## src/ole_pkg.sv

```systemverilog
`default_nettype none

package ole_pkg;

    localparam int DEPTH_DEFAULT = 16;
    localparam int MAX_RESULTS   = 16;
    localparam int NRES_W        = $clog2(MAX_RESULTS + 1);

    localparam int MODE_W   = 3;
    localparam int POS_W    = 5;
    localparam int VALUE_W  = 32;
    localparam int STATUS_W = 3;
    localparam int INDEX_W  = 4;
    localparam int LENGTH_W = 5;

    localparam int S_TDATA_W = ((POS_W + VALUE_W + 7) / 8) * 8;
    localparam int M_TDATA_W = ((INDEX_W + VALUE_W + LENGTH_W + 7) / 8) * 8;

    typedef enum logic [MODE_W-1:0] {
        MODE_INS_FRONT,
        MODE_INS_BACK,
        MODE_INS_AT,
        MODE_DEL_FRONT,
        MODE_DEL_BACK,
        MODE_DEL_AT,
        MODE_SEARCH,
        MODE_LIST
    } t_mode;

    typedef enum logic [STATUS_W-1:0] {
        ST_OK,
        ST_FULL,
        ST_EMPTY,
        ST_NO_POS,
        ST_NOT_FOUND
    } t_status;

    typedef enum logic [1:0] {
        RD_PTR,
        RD_PREV,
        RD_NEXT
    } t_rd_sel;

    typedef enum logic [1:0] {
        SRC_COMMIT,
        SRC_CODE,
        SRC_LIST,
        SRC_PEND
    } t_src;

    typedef struct packed {
        logic    load;
        logic    start;
        logic    rd;
        t_rd_sel rd_sel;
        logic    wr_shift;
        logic    ptr_inc;
        logic    pend_set;
        logic    nres_inc;
        logic    commit;
        logic    emit;
        t_src    src;
        t_status code;
        logic    last;
    } t_cmd;

    typedef struct packed {
        t_mode mode;
        logic  full;
        logic  empty;
        logic  pos_bad;
        logic  shift_done;
        logic  scan_done;
        logic  match;
        logic  list_last;
        logic  res_limit;
        logic  pend_valid;
        logic  out_free;
    } t_stat;

endpackage

`default_nettype wire

```

## src/ole_dp.sv

```systemverilog
`default_nettype none

module ole_dp #(
    parameter int DEPTH = ole_pkg::DEPTH_DEFAULT
) (
    input  wire logic                          i_clk,
    input  wire logic                          i_rst_n,
    input  wire logic [ole_pkg::MODE_W-1:0]    i_mode,
    input  wire logic [ole_pkg::POS_W-1:0]     i_pos,
    input  wire logic [ole_pkg::VALUE_W-1:0]   i_value,
    input  wire ole_pkg::t_cmd                 i_cmd,
    output ole_pkg::t_stat                     o_stat,
    output logic                               o_valid,
    input  wire logic                          i_ready,
    output logic [ole_pkg::STATUS_W-1:0]       o_status,
    output logic [ole_pkg::INDEX_W-1:0]        o_index,
    output logic [ole_pkg::VALUE_W-1:0]        o_item_value,
    output logic [ole_pkg::LENGTH_W-1:0]       o_length,
    output logic                               o_last
);

    import ole_pkg::*;

    localparam int CW = $clog2(DEPTH + 1);
    localparam int AW = $clog2(DEPTH);
    localparam int XW = (CW > POS_W) ? CW : POS_W;

    logic [VALUE_W-1:0] r_mem [DEPTH];

    t_mode              r_mode;
    logic [POS_W-1:0]   r_pos;
    logic [VALUE_W-1:0] r_value;
    logic [VALUE_W-1:0] r_rdata;
    logic [CW-1:0]      r_count;
    logic [CW-1:0]      r_ptr;
    logic [CW-1:0]      r_at;
    logic [CW-1:0]      r_pend_idx;
    logic               r_pend_valid;
    logic [NRES_W-1:0]  r_nres;

    logic                r_ovalid;
    logic [STATUS_W-1:0] r_ostatus;
    logic [INDEX_W-1:0]  r_oindex;
    logic [VALUE_W-1:0]  r_ovalue;
    logic [LENGTH_W-1:0] r_olength;
    logic                r_olast;

    logic               is_ins;
    logic               is_del;
    logic [XW-1:0]      pos_x;
    logic [XW-1:0]      count_x;
    logic [CW-1:0]      at_calc;
    logic [CW-1:0]      ptr_next;
    logic [CW-1:0]      ptr_prev;
    logic [CW-1:0]      rd_ptr;
    logic               wr_en;
    logic [AW-1:0]      wr_addr;
    logic [VALUE_W-1:0] wr_data;
    logic [CW-1:0]      count_after;
    logic               out_free;

    assign is_ins   = (r_mode inside {MODE_INS_FRONT, MODE_INS_BACK, MODE_INS_AT});
    assign is_del   = (r_mode inside {MODE_DEL_FRONT, MODE_DEL_BACK, MODE_DEL_AT});
    assign pos_x    = XW'(r_pos);
    assign count_x  = XW'(r_count);
    assign ptr_next = r_ptr + CW'(1);
    assign ptr_prev = r_ptr - CW'(1);
    assign out_free = !r_ovalid || i_ready;

    always_comb begin
        case (r_mode)
            MODE_INS_BACK: at_calc = r_count;
            MODE_INS_AT:   at_calc = (pos_x > count_x) ? r_count : CW'(r_pos);
            MODE_DEL_BACK: at_calc = r_count - CW'(1);
            MODE_DEL_AT:   at_calc = CW'(r_pos);
            default:       at_calc = '0;
        endcase
    end

    always_comb begin
        case (i_cmd.rd_sel)
            RD_PREV: rd_ptr = ptr_prev;
            RD_NEXT: rd_ptr = ptr_next;
            default: rd_ptr = r_ptr;
        endcase
    end

    assign wr_en       = i_cmd.wr_shift || (i_cmd.commit && is_ins);
    assign wr_addr     = i_cmd.wr_shift ? r_ptr[AW-1:0] : r_at[AW-1:0];
    assign wr_data     = i_cmd.wr_shift ? r_rdata : r_value;
    assign count_after = is_ins ? (r_count + CW'(1)) : (r_count - CW'(1));

    always_ff @(posedge i_clk) begin
        if (i_cmd.rd) begin
            r_rdata <= r_mem[rd_ptr[AW-1:0]];
        end
        if (wr_en) begin
            r_mem[wr_addr] <= wr_data;
        end
    end

    always_ff @(posedge i_clk) begin
        if (!i_rst_n) begin
            r_count      <= '0;
            r_pend_valid <= 1'b0;
            r_ovalid     <= 1'b0;
        end else begin
            if (i_cmd.load) begin
                r_mode       <= t_mode'(i_mode);
                r_pos        <= i_pos;
                r_value      <= i_value;
                r_nres       <= '0;
                r_pend_valid <= 1'b0;
            end
            if (i_cmd.start) begin
                r_at <= at_calc;
                if (is_ins) begin
                    r_ptr <= r_count;
                end else if (is_del) begin
                    r_ptr <= at_calc;
                end else begin
                    r_ptr <= '0;
                end
            end
            if (i_cmd.wr_shift) begin
                r_ptr <= is_ins ? ptr_prev : ptr_next;
            end
            if (i_cmd.ptr_inc) begin
                r_ptr <= ptr_next;
            end
            if (i_cmd.pend_set) begin
                r_pend_valid <= 1'b1;
                r_pend_idx   <= r_ptr;
            end
            if (i_cmd.pend_set || i_cmd.nres_inc) begin
                r_nres <= r_nres + NRES_W'(1);
            end
            if (i_cmd.commit) begin
                r_count <= count_after;
            end
            if (i_cmd.emit) begin
                r_ovalid <= 1'b1;
                r_olast  <= i_cmd.last;
                case (i_cmd.src)
                    SRC_COMMIT: begin
                        r_ostatus <= ST_OK;
                        r_oindex  <= INDEX_W'(r_at);
                        r_ovalue  <= '0;
                        r_olength <= LENGTH_W'(count_after);
                    end
                    SRC_LIST: begin
                        r_ostatus <= ST_OK;
                        r_oindex  <= INDEX_W'(r_ptr);
                        r_ovalue  <= r_rdata;
                        r_olength <= LENGTH_W'(r_count);
                    end
                    SRC_PEND: begin
                        r_ostatus <= ST_OK;
                        r_oindex  <= INDEX_W'(r_pend_idx);
                        r_ovalue  <= '0;
                        r_olength <= LENGTH_W'(r_count);
                    end
                    default: begin
                        r_ostatus <= i_cmd.code;
                        r_oindex  <= '0;
                        r_ovalue  <= '0;
                        r_olength <= LENGTH_W'(r_count);
                    end
                endcase
            end else if (i_ready) begin
                r_ovalid <= 1'b0;
            end
        end
    end

    always_comb begin
        o_stat.mode       = r_mode;
        o_stat.full       = (r_count == CW'(DEPTH));
        o_stat.empty      = (r_count == '0);
        o_stat.pos_bad    = (pos_x >= count_x);
        o_stat.shift_done = is_ins ? (r_ptr == r_at) : (ptr_next >= r_count);
        o_stat.scan_done  = (r_ptr >= r_count);
        o_stat.match      = (r_rdata == r_value);
        o_stat.res_limit  = (r_nres == NRES_W'(MAX_RESULTS - 1));
        o_stat.list_last  = (ptr_next == r_count) || (r_nres == NRES_W'(MAX_RESULTS - 1));
        o_stat.pend_valid = r_pend_valid;
        o_stat.out_free   = out_free;
    end

    assign o_valid      = r_ovalid;
    assign o_status     = r_ostatus;
    assign o_index      = r_oindex;
    assign o_item_value = r_ovalue;
    assign o_length     = r_olength;
    assign o_last       = r_olast;

endmodule

`default_nettype wire

```

## src/ole_ctrl.sv

```systemverilog
`default_nettype none

module ole_ctrl (
    input  wire logic           i_clk,
    input  wire logic           i_rst_n,
    input  wire logic           i_valid,
    output logic                o_ready,
    input  wire ole_pkg::t_stat i_stat,
    output ole_pkg::t_cmd       o_cmd
);

    import ole_pkg::*;

    typedef enum logic [3:0] {
        S_IDLE,
        S_DECODE,
        S_SHIFT_RD,
        S_SHIFT_WR,
        S_COMMIT,
        S_ERROR,
        S_SCAN_RD,
        S_SCAN_CHK,
        S_SEARCH_END
    } t_state;

    t_state  r_state;
    t_state  n_state;
    t_status r_code;
    t_status n_code;
    logic    is_ins;

    assign is_ins = (i_stat.mode inside {MODE_INS_FRONT, MODE_INS_BACK, MODE_INS_AT});

    always_ff @(posedge i_clk) begin
        if (!i_rst_n) begin
            r_state <= S_IDLE;
            r_code  <= ST_OK;
        end else begin
            r_state <= n_state;
            r_code  <= n_code;
        end
    end

    always_comb begin
        n_state      = r_state;
        n_code       = r_code;
        o_ready      = 1'b0;
        o_cmd        = '0;
        o_cmd.rd_sel = RD_PTR;
        o_cmd.src    = SRC_CODE;
        o_cmd.code   = r_code;
        case (r_state)
            S_IDLE: begin
                o_ready = 1'b1;
                if (i_valid) begin
                    o_cmd.load = 1'b1;
                    n_state    = S_DECODE;
                end
            end
            S_DECODE: begin
                case (i_stat.mode)
                    MODE_INS_FRONT, MODE_INS_BACK, MODE_INS_AT: begin
                        if (i_stat.full) begin
                            n_code  = ST_FULL;
                            n_state = S_ERROR;
                        end else begin
                            o_cmd.start = 1'b1;
                            n_state     = S_SHIFT_RD;
                        end
                    end
                    MODE_DEL_FRONT, MODE_DEL_BACK, MODE_DEL_AT: begin
                        if (i_stat.empty) begin
                            n_code  = ST_EMPTY;
                            n_state = S_ERROR;
                        end else if (i_stat.mode == MODE_DEL_AT && i_stat.pos_bad) begin
                            n_code  = ST_NO_POS;
                            n_state = S_ERROR;
                        end else begin
                            o_cmd.start = 1'b1;
                            n_state     = S_SHIFT_RD;
                        end
                    end
                    MODE_SEARCH: begin
                        o_cmd.start = 1'b1;
                        n_state     = S_SCAN_RD;
                    end
                    default: begin
                        if (i_stat.empty) begin
                            n_code  = ST_EMPTY;
                            n_state = S_ERROR;
                        end else begin
                            o_cmd.start = 1'b1;
                            n_state     = S_SCAN_RD;
                        end
                    end
                endcase
            end
            S_SHIFT_RD: begin
                if (i_stat.shift_done) begin
                    n_state = S_COMMIT;
                end else begin
                    o_cmd.rd     = 1'b1;
                    o_cmd.rd_sel = is_ins ? RD_PREV : RD_NEXT;
                    n_state      = S_SHIFT_WR;
                end
            end
            S_SHIFT_WR: begin
                o_cmd.wr_shift = 1'b1;
                n_state        = S_SHIFT_RD;
            end
            S_COMMIT: begin
                if (i_stat.out_free) begin
                    o_cmd.commit = 1'b1;
                    o_cmd.emit   = 1'b1;
                    o_cmd.src    = SRC_COMMIT;
                    o_cmd.last   = 1'b1;
                    n_state      = S_IDLE;
                end
            end
            S_ERROR: begin
                if (i_stat.out_free) begin
                    o_cmd.emit = 1'b1;
                    o_cmd.last = 1'b1;
                    n_state    = S_IDLE;
                end
            end
            S_SCAN_RD: begin
                if (i_stat.scan_done) begin
                    n_state = (i_stat.mode == MODE_SEARCH) ? S_SEARCH_END : S_IDLE;
                end else begin
                    o_cmd.rd = 1'b1;
                    n_state  = S_SCAN_CHK;
                end
            end
            S_SCAN_CHK: begin
                if (i_stat.mode == MODE_LIST) begin
                    if (i_stat.out_free) begin
                        o_cmd.emit     = 1'b1;
                        o_cmd.src      = SRC_LIST;
                        o_cmd.last     = i_stat.list_last;
                        o_cmd.ptr_inc  = 1'b1;
                        o_cmd.nres_inc = 1'b1;
                        n_state        = i_stat.list_last ? S_IDLE : S_SCAN_RD;
                    end
                end else if (!i_stat.match) begin
                    o_cmd.ptr_inc = 1'b1;
                    n_state       = S_SCAN_RD;
                end else if (!i_stat.pend_valid || i_stat.out_free) begin
                    o_cmd.emit     = i_stat.pend_valid;
                    o_cmd.src      = SRC_PEND;
                    o_cmd.pend_set = 1'b1;
                    o_cmd.ptr_inc  = 1'b1;
                    n_state        = i_stat.res_limit ? S_SEARCH_END : S_SCAN_RD;
                end
            end
            S_SEARCH_END: begin
                if (i_stat.out_free) begin
                    o_cmd.emit = 1'b1;
                    o_cmd.src  = i_stat.pend_valid ? SRC_PEND : SRC_CODE;
                    o_cmd.code = ST_NOT_FOUND;
                    o_cmd.last = 1'b1;
                    n_state    = S_IDLE;
                end
            end
            default: begin
                n_state = S_IDLE;
            end
        endcase
    end

endmodule

`default_nettype wire

```

## src/ordered_list_engine_top.sv

```systemverilog
`default_nettype none

// Bounded ordered list of signed 32-bit values held in a single-port memory.
// One command arrives per transfer on the s_axis channel: tuser carries the mode,
// tdata the position and the value. Each command yields one or more result
// transfers on the m_axis channel; tlast marks the final result of a command.
// A new command is taken only after the previous one has issued its last
// result into the output register.
// Inserts and deletes move entries one at a time, each with one memory read and
// one write. Search reads one entry at a time. A listing reads one entry at a
// time and delivers one result per entry read, waiting while the output
// register still holds a result that the receiver has not taken.
// Full, empty and bad-position cases answer through an error state with no memory access.
// Reset clears the entry count and the output valid flag; the memory itself is
// not cleared, since only entries below the count are ever read.
// When the receiver stalls, the pending result holds in the output register
// and the engine waits on it before issuing the next one.

module ordered_list_engine_top #(
    parameter int DEPTH = ole_pkg::DEPTH_DEFAULT
) (
    input  wire logic                           i_clk,
    input  wire logic                           i_rst_n,
    input  wire logic                           i_s_axis_tvalid,
    output logic                                o_s_axis_tready,
    // Fields from bit 0: position[4:0], value[36:5], zero pad.
    input  wire logic [ole_pkg::S_TDATA_W-1:0]  i_s_axis_tdata,
    // Fields from bit 0: mode[2:0].
    input  wire logic [ole_pkg::MODE_W-1:0]     i_s_axis_tuser,
    output logic                                o_m_axis_tvalid,
    input  wire logic                           i_m_axis_tready,
    // Fields from bit 0: index[3:0], item_value[35:4], length[40:36], zero pad.
    output logic [ole_pkg::M_TDATA_W-1:0]       o_m_axis_tdata,
    // Fields from bit 0: status[2:0].
    output logic [ole_pkg::STATUS_W-1:0]        o_m_axis_tuser,
    output logic                                o_m_axis_tlast
);

    import ole_pkg::*;

    localparam int PAD_W = M_TDATA_W - INDEX_W - VALUE_W - LENGTH_W;

    t_cmd                cmd;
    t_stat               stat;
    logic [INDEX_W-1:0]  out_index;
    logic [VALUE_W-1:0]  out_value;
    logic [LENGTH_W-1:0] out_length;

    ole_ctrl u_ctrl (
        .i_clk   (i_clk),
        .i_rst_n (i_rst_n),
        .i_valid (i_s_axis_tvalid),
        .o_ready (o_s_axis_tready),
        .i_stat  (stat),
        .o_cmd   (cmd)
    );

    ole_dp #(
        .DEPTH (DEPTH)
    ) u_dp (
        .i_clk        (i_clk),
        .i_rst_n      (i_rst_n),
        .i_mode       (i_s_axis_tuser),
        .i_pos        (i_s_axis_tdata[POS_W-1:0]),
        .i_value      (i_s_axis_tdata[POS_W+VALUE_W-1:POS_W]),
        .i_cmd        (cmd),
        .o_stat       (stat),
        .o_valid      (o_m_axis_tvalid),
        .i_ready      (i_m_axis_tready),
        .o_status     (o_m_axis_tuser),
        .o_index      (out_index),
        .o_item_value (out_value),
        .o_length     (out_length),
        .o_last       (o_m_axis_tlast)
    );

    assign o_m_axis_tdata = {{PAD_W{1'b0}}, out_length, out_value, out_index};

endmodule

`default_nettype wire

```

## config.mk

```make
export PLATFORM = sky130hd
export DESIGN_NAME = ordered_list_engine_top
export DESIGN_NICKNAME = d
export VERILOG_FILES = /design/src/ole_pkg.sv /design/src/ole_dp.sv /design/src/ole_ctrl.sv /design/src/ordered_list_engine_top.sv
export SDC_FILE = /design/constraint.sdc
export NUM_CORES = 1
export LEC_CHECK = 0
export BUFFER_PORTS_ARGS = -buffer_cell sky130_fd_sc_hd__buf_4
export CAP_MARGIN = 10
export CORE_MARGIN = 5
export CORE_UTILIZATION = 40
export CTS_CLUSTER_DIAMETER = 60
export DETAILED_ROUTE_END_ITERATION = 8
export GPL_TIMING_DRIVEN = 0
export PLACE_DENSITY = 0.58
export SYNTH_ARGS = -nofsm -noshare
export SYNTH_HDL_FRONTEND = slang
export SYNTH_SLANG_ARGS = --single-unit
```

## constraint.sdc

```tcl
create_clock -name i_clk -period 3.89 [get_ports i_clk]
set_clock_uncertainty 0.2 [all_clocks]
set_input_delay 0.5835 -clock i_clk [delete_from_list [all_inputs] [get_ports i_clk]]
set_output_delay 0.5835 -clock i_clk [all_outputs]
set_load 0.005 [all_outputs]
```

==> impl_results.md <==
- Worst EP arrival: between 4 and 5 ns
- Core area: between 0.06 and 0.07 mm2
- R2r endpoint: u_dp.r_rdata[26]
- Power per cell area: roughly 560 mW/mm2
- Final worst setup slack: -0.688 ns
- Primary FF master, synth: edfxtp_1
- Total negative slack: -19.58 ns
- Worst hold endpoint: u_ctrl.r_state[2]
- Slew headroom: 0.0654
- Number of global-route vias before repair: 15499
- FF-to-FF Start: u_dp.r_ptr[0]
- Tcrit/Tclk final: 1.18
- Post-Syn Area: 0.0273 mm2
- Clock Pin Slew Worst Setup and Hold Paths: 0.05 ns
- DR vias/cell: 5.57
- CP Launch Type: flip-flop
- Initial Util: 0.404
- Total track usage: 0.192
- Worst vdd ir: 0.334 mV
- Status: finished with violations
- Area share of the largest cell type after synthesis: 0.714
- Final WL: 72200 um
- Core Rows: 95
- DRT Pass-1 Iters: 5
- P&R area growth vs syn: 23.2%
- WHS Path Cells: 3
- Io pins: 101
- Remaining Overflow, GRT: 0
- Mapped Cells: about 1500
- # diodes: 0
- Failing checks: setup timing
- Initial antenna violation count: 1
- Inserted Clock Buffers: 74
- Post-route minimum period: 4.58 ns
- Die H: about 270 um
- Die width: around 270 um
- Setup CP Type: flip-flop to flip-flop
- Fin. max-slew vios: 0
- CTS root buf: clkbuf_16
- # fillers: 5493
- DRT iter0 DRCs: 1612
- Largest net degree at the start of global routing: 29
- # DRC: 0
- Vias: 15386
- Lkg Pwr: 11.3 nW
- DP HPWL: 45000 um
- Layout cell share with drive strength beyond 1: 0.289
- DP Cell Count: 2534
- FFs w/ async S/R, synth: 0
- Register area share after synthesis: 0.723
- Leading area contributor after synthesis: edfxtp_1
- Synthesis-stage register bit count: 661
- Antenna Nets Post-Route: 0
- Worst-path maximum fanout: 7
- Clock Sinks: 661
- Buffers added on ports: 90
- Avg Cell Area, Syn: 17.7 um2
- Unique cell type count in the Yosys netlist: 64
- Final setup fails: 32
- H-tree depth: 3
- Yosys warnings: 0
- Final Hold Vio Count: 0
- Reg2Reg Depth: 19
- Layout net count: around 1900
- Crit path required time: 4.04 ns
- Fmax: 218 MHz
- Max-cap viol count: 0
- Cell Count, Final, Fillers Out: 2762
- RD Place Congestion: 0.887
- Number of synthesized flops with an enable pin: 648
- Worst slew pin tran: roughly 1.4 ns
- Worst Setup End Kind: flip-flop
- CTS tree: yes
- First-pass GRT wire length: 104000 um
- Startpoint of the worst hold path: i_rst_n
- Reg2Reg Setup Slack: -0.69 ns
- Die area: between 0.07 and 0.08 mm2
- Clock Path Buffers: 3
- WL/cell: 26.1 um
- Cells taking the most area after synthesis: edfxtp_1 (71%), mux4_2 (11%), nand2_1 (1.9%)
- Worst hold-check path type: input port to flip-flop
- Clk_lat worst skew: 0.62 ns
- RSZ-0062 raised after global routing: true
## report_power, final
part           switching [mW]  internal (mW)  leakage (nW)
logic                    2.07           1.56          4.26
clock network            2.78           3.80          1.11
registers               0.156           8.36          5.90
## what timing repair did
| action | 4_1_cts | 5_1_grt |
|---|---|---|
| setup endpoints to repair | 66 | 177 |
| pin swaps | 9 | 23 |
| endpoints found under the hold margin | 40 | 0 |
| cloned | 8 | 4 |
| gates resized for setup | 94 | 52 |
| buffers inserted | 30 | 28 |
| hold buffers | 40 | 0 |
## cells in the final DEF, fill, tap and decap left out, types with 36 or more instances in the layout
master	synthesis	layout
nand2_1	141	141
edfxtp_1	648	648
mux4_2	128	128
xor2_1	37	36
buf_4	12	145
a21oi_1	54	47
clkbuf_16	0	78
and2_1	41	39
dlygate4sd3_1	0	40
clkbuf_1	34	42
## sequential cells by signal (all words and copies together) (netlist names), 2 cells and up
signal	count
u_dp.o_length	5
u_dp.r_nres	5
u_dp.r_mode	3
u_dp.o_index	4
u_dp.r_value	32
u_dp.r_ptr	5
u_dp.r_at	5
u_dp.r_rdata	32
u_dp.count_x	5
u_dp.r_mem	512
u_ctrl.r_code	2
u_ctrl.r_state	4
u_dp.r_pend_idx	4
u_dp.pos_x	5
u_dp.o_item_value	32
u_dp.o_status	3
## critical path, stage by stage, from the launching register on
cell,delay (ns)
edfxtp_1,0.42
buf_6,0.13
ha_4,0.18
nand3_4,0.09
xnor2_2,0.19
ha_1,0.29
a211oi_2,0.24
o21ai_1,0.12
or3_4,0.41
ha_4,0.34
nor3_4,0.06
a21oi_4,0.17
buf_6,0.15
buf_12,0.13
buf_16,0.15
buf_6,0.11
mux4_2,0.48
nor2b_4,0.14
a211oi_2,0.23
a21oi_1,0.06
## layout make-up
type                            instances  area, um2  area share
Sequential cell                       661      19700       0.587
Multi-Input combinational cell        778       7450       0.222
Timing Repair Buffer                  212       2230      0.0665
Clock buffer                           97       2010      0.0599
Tap cell                              873       1090      0.0325
Buffer                                 83        706      0.0210
Clock inverter                         31        268     0.00797
Inverter                               27        101     0.00302
## metrics by stage
stage / area, um2 / total power [mW] / util / setup WS [ns] / hold slack (ns)
after floorplan: 27400 / 10.7 / - / -0.215 / 0.264
after global placement: 29200 / 11.7 / 0.433 / -2.49 / 0.285
after detailed placement: 29800 / 11.8 / 0.442 / -1.48 / 0.300
after CTS: 33200 / 18.8 / 0.493 / -0.676 / 0.108
after global routing: 33600 / 19.4 / 0.498 / -0.798 / 0.152
final: 33600 / 18.7 / 0.498 / -0.688 / 0.138
## worst max path at each step
stage	to	cells after the start	from	slack, ns
2_1_floorplan	u_dp.r_rdata[23]	19	u_dp.r_ptr[0]	-0.21
3_3_place_gp	u_dp.r_mem[2][14]	9	i_m_axis_tready	-2.49
3_5_place_dp	u_dp.r_rdata[12]	17	u_dp.r_ptr[2]	-1.48
4_1_cts	u_dp.r_rdata[2]	21	u_dp.r_ptr[1]	-0.68
5_1_grt	u_dp.r_rdata[26]	19	u_dp.r_ptr[0]	-0.80
6_report	u_dp.r_rdata[26]	19	u_dp.r_ptr[0]	-0.69
## cell families after synthesis
kind of cell    after synthesis  synth area share
mux                         164             0.119
simple gates                346            0.0625
flops                       661             0.723
compound gates              177            0.0428
xor+xnor                     54            0.0176
buf+inv                     113            0.0216
fa+ha+maj                    28            0.0129
other cells                   1          0.000138
## cell usage after synthesis, types with 28 or more instances
| master | count |
|---|---|
| nand2_1 | 141 |
| a21oi_1 | 54 |
| nor2b_1 | 41 |
| edfxtp_1 | 648 |
| and2_1 | 41 |
| xor2_1 | 37 |
| a211oi_1 | 35 |
| mux2i_1 | 36 |
| mux4_2 | 128 |
| ha_1 | 28 |
| nor2_1 | 44 |
| clkbuf_1 | 34 |
## per-layer routing
metal	part of all wire	routed length [um]	vias up	global-route usage
met3	0.070	5080	125	0.0365
met4	0.028	2010	0	0.0582
met1	0.42	30200	7990	0.264
li1	-	-	6667	-
met2	0.48	34900	604	0.314
met5	0	0	-	0
Note: power is estimated with default switching activity, not from simulation.
